==> src/rtl/core/oaids_pkg.sv <==
// ----------------------------------------------------------------------------
// Ordered array package
// Types, codes and widths shared by the ordered array block.
// ----------------------------------------------------------------------------
package oaids_pkg;

  localparam int DEPTH_DEFAULT = 64;
  localparam int CNT_W = 7;
  localparam int WORD_W = 32;
  localparam int CNT_MAX = 127;

  localparam logic [CNT_W-1:0] CAP_RESET = 7'd64;
  localparam logic signed [CNT_W-1:0] FOUND_NONE = -7'sd1;

  typedef enum logic [1:0] {
    REQ_APPEND = 2'd0,
    REQ_INSERT = 2'd1,
    REQ_DELETE = 2'd2,
    REQ_SEARCH = 2'd3
  } req_t;

  typedef enum logic [1:0] {
    ST_OK       = 2'd0,
    ST_RANGE    = 2'd1,
    ST_FULL     = 2'd2,
    ST_NOTFOUND = 2'd3
  } status_t;

endpackage

==> src/rtl/core/oaids_if.sv <==
// ----------------------------------------------------------------------------
// Ordered array channels
// Request and response channels with a valid and ready handshake.
// ----------------------------------------------------------------------------
interface oaids_req_if;
  logic                                   valid;
  logic                                   ready;
  oaids_pkg::req_t                        req_type;
  logic [oaids_pkg::CNT_W-1:0]            position;
  logic signed [oaids_pkg::WORD_W-1:0]    data_word;

  modport source(output valid, req_type, position, data_word, input ready);
  modport sink(input valid, req_type, position, data_word, output ready);
endinterface

interface oaids_rsp_if;
  logic                                   valid;
  logic                                   ready;
  oaids_pkg::status_t                     status;
  logic signed [oaids_pkg::CNT_W-1:0]     found_index;
  logic signed [oaids_pkg::WORD_W-1:0]    removed_word;
  logic [oaids_pkg::CNT_W-1:0]            list_length;

  modport source(output valid, status, found_index, removed_word, list_length,
                 input ready);
  modport sink(input valid, status, found_index, removed_word, list_length,
               output ready);
endinterface

==> src/rtl/core/ordered_array_insert_delete_search_top.sv <==
// ----------------------------------------------------------------------------
// Ordered array with insert, delete and search
// A packed list of signed words kept in one memory and walked by a sequencer.
// ----------------------------------------------------------------------------
// Requests arrive on the req channel and each produces exactly one item on
// the rsp channel. The user writes the capacity register through cfg_wr_en and
// cfg_wr_data only while the block is idle; the block does not enforce this.
// Append, insert at the end of the list, search on an empty list and every
// rejected request go from the accept straight to the response state, which
// presents the response item once the output register is free. Insert
// elsewhere moves one entry per cycle through the memory, reading each entry
// and writing it one place up. Delete moves the later entries one place down,
// and search walks from the head until a match or the end of the list. The
// block is ready for its next request in the same cycle as the response item is presented.
// The block takes one request at a time; req.ready is high only when idle.
// A finished response waits in the output register while a new request is
// accepted and worked on; the next response waits until it has been taken.
// Reset empties the list and sets the capacity to 64 entries. The memory
// contents are not cleared.
// ----------------------------------------------------------------------------
module ordered_array_insert_delete_search_top #(
  parameter int DEPTH = oaids_pkg::DEPTH_DEFAULT
) (
  input  logic                         clk,
  input  logic                         rst,
  oaids_req_if.sink                    req,
  oaids_rsp_if.source                  rsp,
  input  logic                         cfg_wr_en,
  input  logic [oaids_pkg::CNT_W-1:0]  cfg_wr_data
);

  localparam int ADDR_W = $clog2(DEPTH);
  localparam int CNT_W = oaids_pkg::CNT_W;
  localparam int WORD_W = oaids_pkg::WORD_W;
  localparam int CAP_MAX = (DEPTH < oaids_pkg::CNT_MAX) ? DEPTH : oaids_pkg::CNT_MAX;

  typedef enum logic [1:0] {
    S_IDLE,
    S_SCAN,
    S_PUT,
    S_RESP
  } state_t;

  state_t               state;
  logic [CNT_W-1:0]     count;
  logic [CNT_W-1:0]     cap_reg;
  logic [CNT_W-1:0]     cap_eff;
  oaids_pkg::req_t      kind;
  logic [CNT_W-1:0]     pos;
  logic [WORD_W-1:0]    word;
  logic [CNT_W-1:0]     idx;
  logic [CNT_W-1:0]     scan_end;
  logic                 issuing;
  logic                 rd_vld;
  logic                 rd_last;
  logic [CNT_W-1:0]     rd_idx;
  logic [WORD_W-1:0]    rd_data;
  oaids_pkg::status_t   res_status;
  logic [CNT_W-1:0]     res_found;
  logic [WORD_W-1:0]    res_removed;

  oaids_pkg::status_t   acc_status;
  logic                 acc_grow;
  logic                 acc_scan;
  logic [CNT_W-1:0]     acc_idx;

  logic [WORD_W-1:0]    mem [DEPTH];
  logic                 mem_we;
  logic [ADDR_W-1:0]    mem_waddr;
  logic [WORD_W-1:0]    mem_wdata;

  logic                 req_fire;
  logic                 rsp_free;
  logic                 rsp_load;

  assign cap_eff = (cap_reg > CNT_W'(CAP_MAX)) ? CNT_W'(CAP_MAX) : cap_reg;
  assign req_fire = req.valid && req.ready;
  assign rsp_free = !rsp.valid || rsp.ready;
  assign rsp_load = (state == S_RESP) && rsp_free;
  assign req.ready = (state == S_IDLE);
  assign scan_end = (kind == oaids_pkg::REQ_INSERT) ? pos : count - CNT_W'(1);

  always_comb begin
    acc_status = oaids_pkg::ST_OK;
    acc_grow = 1'b0;
    acc_scan = 1'b0;
    acc_idx = '0;
    unique case (req.req_type)
      oaids_pkg::REQ_APPEND: begin
        if (count >= cap_eff) begin
          acc_status = oaids_pkg::ST_FULL;
        end else begin
          acc_grow = 1'b1;
        end
      end
      oaids_pkg::REQ_INSERT: begin
        if (req.position > count) begin
          acc_status = oaids_pkg::ST_RANGE;
        end else if (count >= cap_eff) begin
          acc_status = oaids_pkg::ST_FULL;
        end else if (req.position == count) begin
          acc_grow = 1'b1;
        end else begin
          acc_scan = 1'b1;
          acc_idx = count - CNT_W'(1);
        end
      end
      oaids_pkg::REQ_DELETE: begin
        if (req.position >= count) begin
          acc_status = oaids_pkg::ST_RANGE;
        end else begin
          acc_scan = 1'b1;
          acc_idx = req.position;
        end
      end
      default: begin
        if (count == '0) begin
          acc_status = oaids_pkg::ST_NOTFOUND;
        end else begin
          acc_scan = 1'b1;
        end
      end
    endcase
  end

  always_comb begin
    mem_we = 1'b0;
    mem_waddr = ADDR_W'(count);
    mem_wdata = req.data_word;
    unique case (state)
      S_IDLE: begin
        if (req_fire && acc_grow) begin
          mem_we = 1'b1;
        end
      end
      S_SCAN: begin
        mem_wdata = rd_data;
        if (rd_vld && kind == oaids_pkg::REQ_INSERT) begin
          mem_we = 1'b1;
          mem_waddr = ADDR_W'(rd_idx + CNT_W'(1));
        end else if (rd_vld && kind == oaids_pkg::REQ_DELETE && rd_idx != pos) begin
          mem_we = 1'b1;
          mem_waddr = ADDR_W'(rd_idx - CNT_W'(1));
        end
      end
      S_PUT: begin
        mem_we = 1'b1;
        mem_waddr = ADDR_W'(pos);
        mem_wdata = word;
      end
      default: begin
        mem_we = 1'b0;
      end
    endcase
  end

  always_ff @(posedge clk) begin
    if (mem_we) begin
      mem[mem_waddr] <= mem_wdata;
    end
    rd_data <= mem[ADDR_W'(idx)];
  end

  always_ff @(posedge clk) begin
    if (rst) begin
      state <= S_IDLE;
      count <= '0;
      cap_reg <= oaids_pkg::CAP_RESET;
      issuing <= 1'b0;
      rd_vld <= 1'b0;
      rsp.valid <= 1'b0;
    end else begin
      if (cfg_wr_en) begin
        cap_reg <= cfg_wr_data;
      end
      if (rsp_load) begin
        rsp.valid <= 1'b1;
      end else if (rsp.valid && rsp.ready) begin
        rsp.valid <= 1'b0;
      end
      unique case (state)
        S_IDLE: begin
          rd_vld <= 1'b0;
          issuing <= req_fire && acc_scan;
          if (req_fire) begin
            kind <= req.req_type;
            pos <= req.position;
            word <= req.data_word;
            res_status <= acc_status;
            res_found <= oaids_pkg::FOUND_NONE;
            res_removed <= '0;
            idx <= acc_idx;
            if (acc_grow) begin
              count <= count + CNT_W'(1);
            end
            state <= acc_scan ? S_SCAN : S_RESP;
          end
        end
        S_SCAN: begin
          rd_vld <= issuing;
          rd_idx <= idx;
          rd_last <= issuing && idx == scan_end;
          if (issuing) begin
            if (idx == scan_end) begin
              issuing <= 1'b0;
            end else if (kind == oaids_pkg::REQ_INSERT) begin
              idx <= idx - CNT_W'(1);
            end else begin
              idx <= idx + CNT_W'(1);
            end
          end
          if (rd_vld) begin
            if (kind == oaids_pkg::REQ_DELETE && rd_idx == pos) begin
              res_removed <= rd_data;
            end
            if (kind == oaids_pkg::REQ_SEARCH && rd_data == word) begin
              res_found <= rd_idx;
              state <= S_RESP;
            end else if (rd_last) begin
              unique case (kind)
                oaids_pkg::REQ_INSERT: begin
                  state <= S_PUT;
                end
                oaids_pkg::REQ_DELETE: begin
                  count <= count - CNT_W'(1);
                  state <= S_RESP;
                end
                default: begin
                  res_status <= oaids_pkg::ST_NOTFOUND;
                  state <= S_RESP;
                end
              endcase
            end
          end
        end
        S_PUT: begin
          count <= count + CNT_W'(1);
          state <= S_RESP;
        end
        S_RESP: begin
          if (rsp_load) begin
            rsp.status <= res_status;
            rsp.found_index <= res_found;
            rsp.removed_word <= res_removed;
            rsp.list_length <= count;
            state <= S_IDLE;
          end
        end
        default: begin
          state <= S_IDLE;
        end
      endcase
    end
  end

endmodule

==> src/flat_wrapper.sv <==
// flat-port wrapper written by rule: the top's interface ports become plain ports
module ordered_array_insert_delete_search_top_flat 
#(
  parameter int DEPTH = oaids_pkg::DEPTH_DEFAULT
)
  (clk, rst, cfg_wr_en, cfg_wr_data, req_valid, req_req_type, req_position, req_data_word, req_ready, rsp_valid, rsp_status, rsp_found_index, rsp_removed_word, rsp_list_length, rsp_ready);
  oaids_req_if req_i ();
  oaids_rsp_if rsp_i ();
  input  logic clk;
  input  logic rst;
  input  logic cfg_wr_en;
  input  logic [oaids_pkg::CNT_W-1:0] cfg_wr_data;
  input wire logic [$bits(req_i.valid)-1:0] req_valid;
  input wire logic [$bits(req_i.req_type)-1:0] req_req_type;
  input wire logic [$bits(req_i.position)-1:0] req_position;
  input wire logic [$bits(req_i.data_word)-1:0] req_data_word;
  output wire logic [$bits(req_i.ready)-1:0] req_ready;
  output wire logic [$bits(rsp_i.valid)-1:0] rsp_valid;
  output wire logic [$bits(rsp_i.status)-1:0] rsp_status;
  output wire logic [$bits(rsp_i.found_index)-1:0] rsp_found_index;
  output wire logic [$bits(rsp_i.removed_word)-1:0] rsp_removed_word;
  output wire logic [$bits(rsp_i.list_length)-1:0] rsp_list_length;
  input wire logic [$bits(rsp_i.ready)-1:0] rsp_ready;
  assign req_i.valid = req_valid;
  assign req_i.req_type = req_req_type;
  assign req_i.position = req_position;
  assign req_i.data_word = req_data_word;
  assign req_ready = req_i.ready;
  assign rsp_valid = rsp_i.valid;
  assign rsp_status = rsp_i.status;
  assign rsp_found_index = rsp_i.found_index;
  assign rsp_removed_word = rsp_i.removed_word;
  assign rsp_list_length = rsp_i.list_length;
  assign rsp_i.ready = rsp_ready;
  ordered_array_insert_delete_search_top #(.DEPTH(DEPTH)) u_core (.clk(clk), .rst(rst), .req(req_i), .rsp(rsp_i), .cfg_wr_en(cfg_wr_en), .cfg_wr_data(cfg_wr_data));
endmodule
==> config.mk <==
export PLATFORM = sky130hd
export DESIGN_NAME = ordered_array_insert_delete_search_top_flat
export DESIGN_NICKNAME = d
export VERILOG_FILES = /design/src/rtl/core/oaids_pkg.sv /design/src/rtl/core/oaids_if.sv /design/src/rtl/core/ordered_array_insert_delete_search_top.sv /design/src/flat_wrapper.sv
export SDC_FILE = /design/constraint.sdc
export NUM_CORES = 2
export LEC_CHECK = 0
export ABC_AREA = 0
export CORE_MARGIN = 3
export CORE_UTILIZATION = 42
export CTS_CLUSTER_DIAMETER = 100
export DETAILED_ROUTE_END_ITERATION = 12
export DONT_BUFFER_PORTS = 1
export PLACE_DENSITY_LB_ADDON = 0.25
export SLEW_MARGIN = 20
export SYNTH_ARGS = -nofsm -noshare
export SYNTH_HDL_FRONTEND = slang
export SYNTH_SLANG_ARGS = --single-unit
==> constraint.sdc <==
create_clock -name clk -period 11.1 [get_ports clk]
set_clock_uncertainty 0.15 [all_clocks]
set_input_delay 1.11 -clock clk [delete_from_list [all_inputs] [get_ports clk]]
set_output_delay 1.11 -clock clk [all_outputs]
set_load 0.01 [all_outputs]
---- Yosys cells after proc, flatten, opt, wreduce, memory -nomap -nowiden ----
Memory sizes are Yosys's and may differ from the RTL's. A register that Yosys moved wholly into a read port is not among the register bits.
Cells that the tools add are included.
storage, ports and cells
  register bits after elaboration ......... 164
  memories kept ........................... 1
  output and inout bits ................... 50
  input port bits ......................... 53
  RAM bits ................................ 2048
cells by class
  add/subtract/negate cells ............... 6
  magnitude comparators ................... 4
  bitwise gates (word level) .............. 1
  multiplexer cells ....................... 73
  eq/ne operators ......................... 26
  reductions and logical operators ........ 29
memory list
  name        words  bits a word  read ports  clocked after memory_dff  wr ports  RTL line                                      source
  u_core.mem  64     32           1           1                         1         ordered_array_insert_delete_search_top.sv:67  logic [WORD_W-1:0] mem [DEPTH];
operators by type and width
  operator                                                             number
  7-bit two-way mux                                                    19
  32-bit case mux with 2 select lines                                  2
  32-bit two-way mux                                                   3
  7-bit case mux with 2 select lines                                   3
  32-bit equality test                                                 1
  2-bit two-way mux                                                    14
  7-bit equality test                                                  3
  7-bit case mux with 3 select lines                                   1
  1-bit two-way mux                                                    20
  5-bit AND reduction                                                  3
  7-bit by 1-bit adder with 7-bit output (second input constant)       2
  7-bit >= comparator                                                  2
  2-bit by 1-bit != test with 1-bit output (second input constant)     7
  7-bit AND reduction                                                  2
  7-bit by 1-bit subtractor with 7-bit output (second input constant)  2
  6-bit two-way mux                                                    2
  6-bit case mux with 2 select lines                                   1
  1-bit logical AND                                                    11
  2-bit equality test (second input constant)                          5
  2-bit != test (second input constant)                                5
  2-bit case mux with 4 select lines                                   1
  7-bit greater-than comparator                                        1
  7-bit greater-than comparator (second input constant)                1
  7-bit logical NOT                                                    1
  19 further kinds                                                     27

---- Longest topological paths before layout ----
  depth after elaboration ................. 11
  mapped depth ............................ 13

---- Worst setup path after synthesis ----
Ideal clock, no wire load.
  path kind ............................... in2reg
  start point ............................. input rst
  end point ............................... register u_core.rsp.found_index[0] (enable)
  data required time ...................... 10.427 ns
  stages .................................. 2
  buffers on the path ..................... 1
  data arrival time ....................... 4.879 ns
  path slack .............................. 5.548 ns
  cell sequence ........................... clkbuf_1 nor3b_1
on the way
  cells in the longest elaborated chain, start to end .. 2
RTL lines
  what                           RTL line                                       source
  start, declared                flat_wrapper.sv:10                             input logic rst;
  1-bit inverter (no line)       n/a
  3-bit AND reduction (no line)  n/a
  end signal, assigned           ordered_array_insert_delete_search_top.sv:243  rsp.found_index <= res_found;
  end, declared                  oaids_if.sv:24                                 modport source(output valid, status, found_index, removed_word, list_length,
Every way passes these cells.
A chain may end at the register's enable or synchronous reset.

---- Worst setup path after layout ----
  start point ............................. register u_core.state[1]
  end point ............................... memory u_core.mem[34][22] (enable)
on the way
  cells in the longest elaborated chain, start to end .. 7
  elaborated cells between the ends (all ways) .. 10
  classes of those cells .................. eq/ne (2); mux (5); reduce/logical (3)
RTL lines
  what                                     RTL line                                                                                     source
  start, declared                          ordered_array_insert_delete_search_top.sv:44                                                 state_t state;
  start signal, assigned                   ordered_array_insert_delete_search_top.sv:196                                                state <= acc_scan ? S_SCAN : S_RESP;
  2-bit logical NOT                        ordered_array_insert_delete_search_top.sv:80, ordered_array_insert_delete_search_top.sv:130
  1-bit logical AND                        ordered_array_insert_delete_search_top.sv:77                                                 assign req_fire = req.valid && req.ready;
  1-bit logical AND                        ordered_array_insert_delete_search_top.sv:132                                                if (req_fire && acc_grow) begin
  1-bit two-way mux                        ordered_array_insert_delete_search_top.sv:132
  1-bit case mux with 3 select lines       ordered_array_insert_delete_search_top.sv:130                                                unique case (state)
  1-bit two-way mux                        ordered_array_insert_delete_search_top.sv:158                                                if (mem_we) begin
  1-bit two-way mux (not written as such)  ordered_array_insert_delete_search_top.sv:159                                                mem[mem_waddr] <= mem_wdata;
  end, declared                            ordered_array_insert_delete_search_top.sv:67
Parallel ways exist; a longest one is shown, timed or not.

==> metrics.yaml <==
status: "complete, no violations"
synth_top_family_by_area: "multiplexers"
worstPathMaxFanout: 48
regMostFlops: "u_core.mem"
r2r_start: "u_core.state[1]"
worst_setup_path_start_kind: "flop"
synth_fa_ha_area_frac: 0.00528
finalCritPeriodShare: 0.483
ctsRootBufferMaster: "clkbuf_16"
ys_types: 65
arrival_ns: 5.71
fin_util: 0.481
io-pin-count: 103
cp_slowest_stage_delay_ns: 0.95
max-clock-path-buffers: 3
cts_hold_buf: 0
relSlewSlack: 0.236
yosys.area_share.simple: 0.0181
crit_buf_inv: 3
finalSetupViolCount: 0
fp.dieH_um: 461
max_cap_violations: 0
cpMostUsedCell: "buf_4"
place_congestion: 0.856
vias_per_cell: 5.88
ir_worst_vdd_mv: 0.370
cts_num_sinks: 2244
ys_ff_latch: 2244
achievable-frequency_ghz: 0.186
syn_to_final_growth_pct: 13.7
drive_gt1_frac: 0.296
setup_slack_ns: 5.74
wl_um: 216000
p_leak_nw: 30.2
crit_chain: "inv_1 > ha_2 > buf_4 > nand2_1 > o31ai_1 > nand3_1 > nor2_4 > buf_4"
power.density_nw_per_um2: 275
hp-start: "rst"
synth_enable_flop_cells: 2193
grt_usage: 0.205
rows: 166
synth_compound_area_frac: 0.0143
dp_hpwl_um: 129000
synthArstFlopShare: 0
yosysWarnings: 0
die_w_um: 461
path_class: "reg2reg"
first_pass_iters: 5
rsz0062_at_grt: "false"
core-area_um2: 205000
synth_nets: 3867
first_global_vias: 40000
clk-insertion-delay-late_ns: 0.85
hold_slack_ns: 0.175
routedWlPerCell_um: 31.7
htree_levels: 4
period_minus_slack_ns: 5.36
synth_area_um2: 86800
cts_resized: 0
cts_buffers: 218
largest_reg_flops: 2048
finalMaxSlewViolations: 0
crit_start: "u_core.state[1]"
fillers: 16300
initial_core_util: 0.423
ys.flop_type: "edfxtp_1"
preCtsSetupSlack_ns: 5.92
cts_tree: "built"
muxShareOfSynthArea: 0.174
io_buffers: 0
syn_inst: 3778
ys_seq_area_frac: 0.770
cp.required_ns: 11.45
grt_max_degree: 112
path_delay_family: "simple AND/OR/NAND/NOR gates"
drc: 0
end_kind: "flop"
finalHoldViolCount: 0
die_area_um2: 212000
antenna_left: 0
grt_pass1_wl_um: 308000
clk_pin_slew_worst_paths_ns: 0.06
synth_xor_area_frac: 0.00692
hold_path_class: "in2reg"
num_vias: 40100
worst_path_max_delay_cell: "nand3_1"
antenna_found_initial: 25
nets: 4025
overflow: 0
syn_avg_cell_area_um2: 23.0
worstMarginPinSlew_ns: 1.14
cts_setup_buffers: 0
dr.first_iter.drc_count: 4702
setup_tns_ns: 0
## routing by layer
metal	vias up	GRT usage	part of all wire
li1	16400	-	-
met1	21900	0.299	0.43
met2	1569	0.321	0.48
met3	234	0.0417	0.076
met4	0	0.0448	0.018
met5	-	0	0
## layout by cell type, fill, tap and decap left out, types with 5 or more instances in the layout
cell type,netlist,routed
a211oi_1,11,11
a21oi_1,103,70
buf_12,0,15
a21oi_4,1,34
bufinv_16,0,19
diode_2,0,10
ha_1,35,32
clkinv_2,0,36
nor2b_1,13,13
nor3_1,6,6
clkbuf_16,0,219
a31oi_1,8,8
and2_1,37,37
nor3b_1,6,5
o31ai_1,5,5
xor2_1,18,18
clkbuf_8,0,10
dfxtp_1,51,51
mux2_2,11,11
xnor2_1,48,48
nor2_1,132,67
inv_16,0,6
o22ai_1,6,6
nand2b_1,11,11
inv_1,29,29
mux2i_1,20,20
nand3_1,24,24
clkbuf_1,98,45
buf_4,14,104
edfxtp_1,2193,2193
nand4_1,10,10
clkinv_1,2,51
o21ai_0,29,29
nand2_1,57,57
and3_1,7,7
buf_16,0,10
nor2_4,0,65
mux4_2,655,655
clkinvlp_4,0,8
## cells by family after synthesis
group / count (synthesis)
AOI/OAI and AO/OA: 202
muxes: 686
and+or+nand+nor: 321
DFF: 2244
xor gates and xnor gates: 67
adders and majority gates: 36
buffers and inverters: 222
## synthesized netlist by cell type, types with 24 or more instances
master	n	area share
edfxtp_1	2193	0.76
mux4_2	655	0.17
nor2_1	132	0.0057
a21oi_1	103	0.0059
clkbuf_1	98	0.0042
nand2_1	57	0.0025
buf_2	51	0.0029
dfxtp_1	51	0.012
xnor2_1	48	0.0048
and2_1	37	0.0027
ha_1	35	0.0050
inv_1	29	0.0013
o21ai_0	29	0.0017
nand3_1	24	0.0014
## worst paths after layout
check                           cells after the start                     endpoint  slack [ns]
worst min-delay path                                1            u_core.cap_reg[0]        0.17
worst max-delay path                                8           u_core.mem[34][22]        5.74
worst max register to register                      8           u_core.mem[34][22]        5.74
worst min register to register                      0  u_core.rsp.removed_word[19]        0.27
## layout make-up
cell class,instances,area (um^2),area share
clock buffers,274,5790,0.0587
inverters,31,124,0.00126
well taps,2688,3360,0.0341
multi-input cells,1312,19800,0.201
flip-flops and latches,2244,66900,0.678
clock inverters,130,1300,0.0132
repair buffers,129,1360,0.0137
diodes,10,25.0,0.000254
## power by group
part / switching [mW] / total, mW / internal [mW] / leakage [nW]
clock: 3.18 / 7.32 / 4.15 / 3.45
sequential: 0.182 / 12.3 / 12.2 / 20.2
combinational: 5.39 / 7.49 / 2.10 / 6.53
total: 8.75 / 27.2 / 18.4 / 30.2
## stage by stage
step           instances  power [mW]  area, um^2
6_report            6818        27.2       98700
5_1_grt             6815        28.2       98700
4_1_cts             6804        27.4       98500
3_5_place_dp        6400        20.1       91400
3_3_place_gp        6388        19.9       91200
2_1_floorplan       3778        16.7       86800
## worst register-to-register path: stages, from the launching register on
cell	delay, ns
dfxtp_1	0.35
inv_1	0.13
ha_2	0.39
buf_4	0.54
nand2_1	0.25
o31ai_1	0.86
nand3_1	0.95
nor2_4	0.91
buf_4	0.46
(Power assumes the default switching activity.)
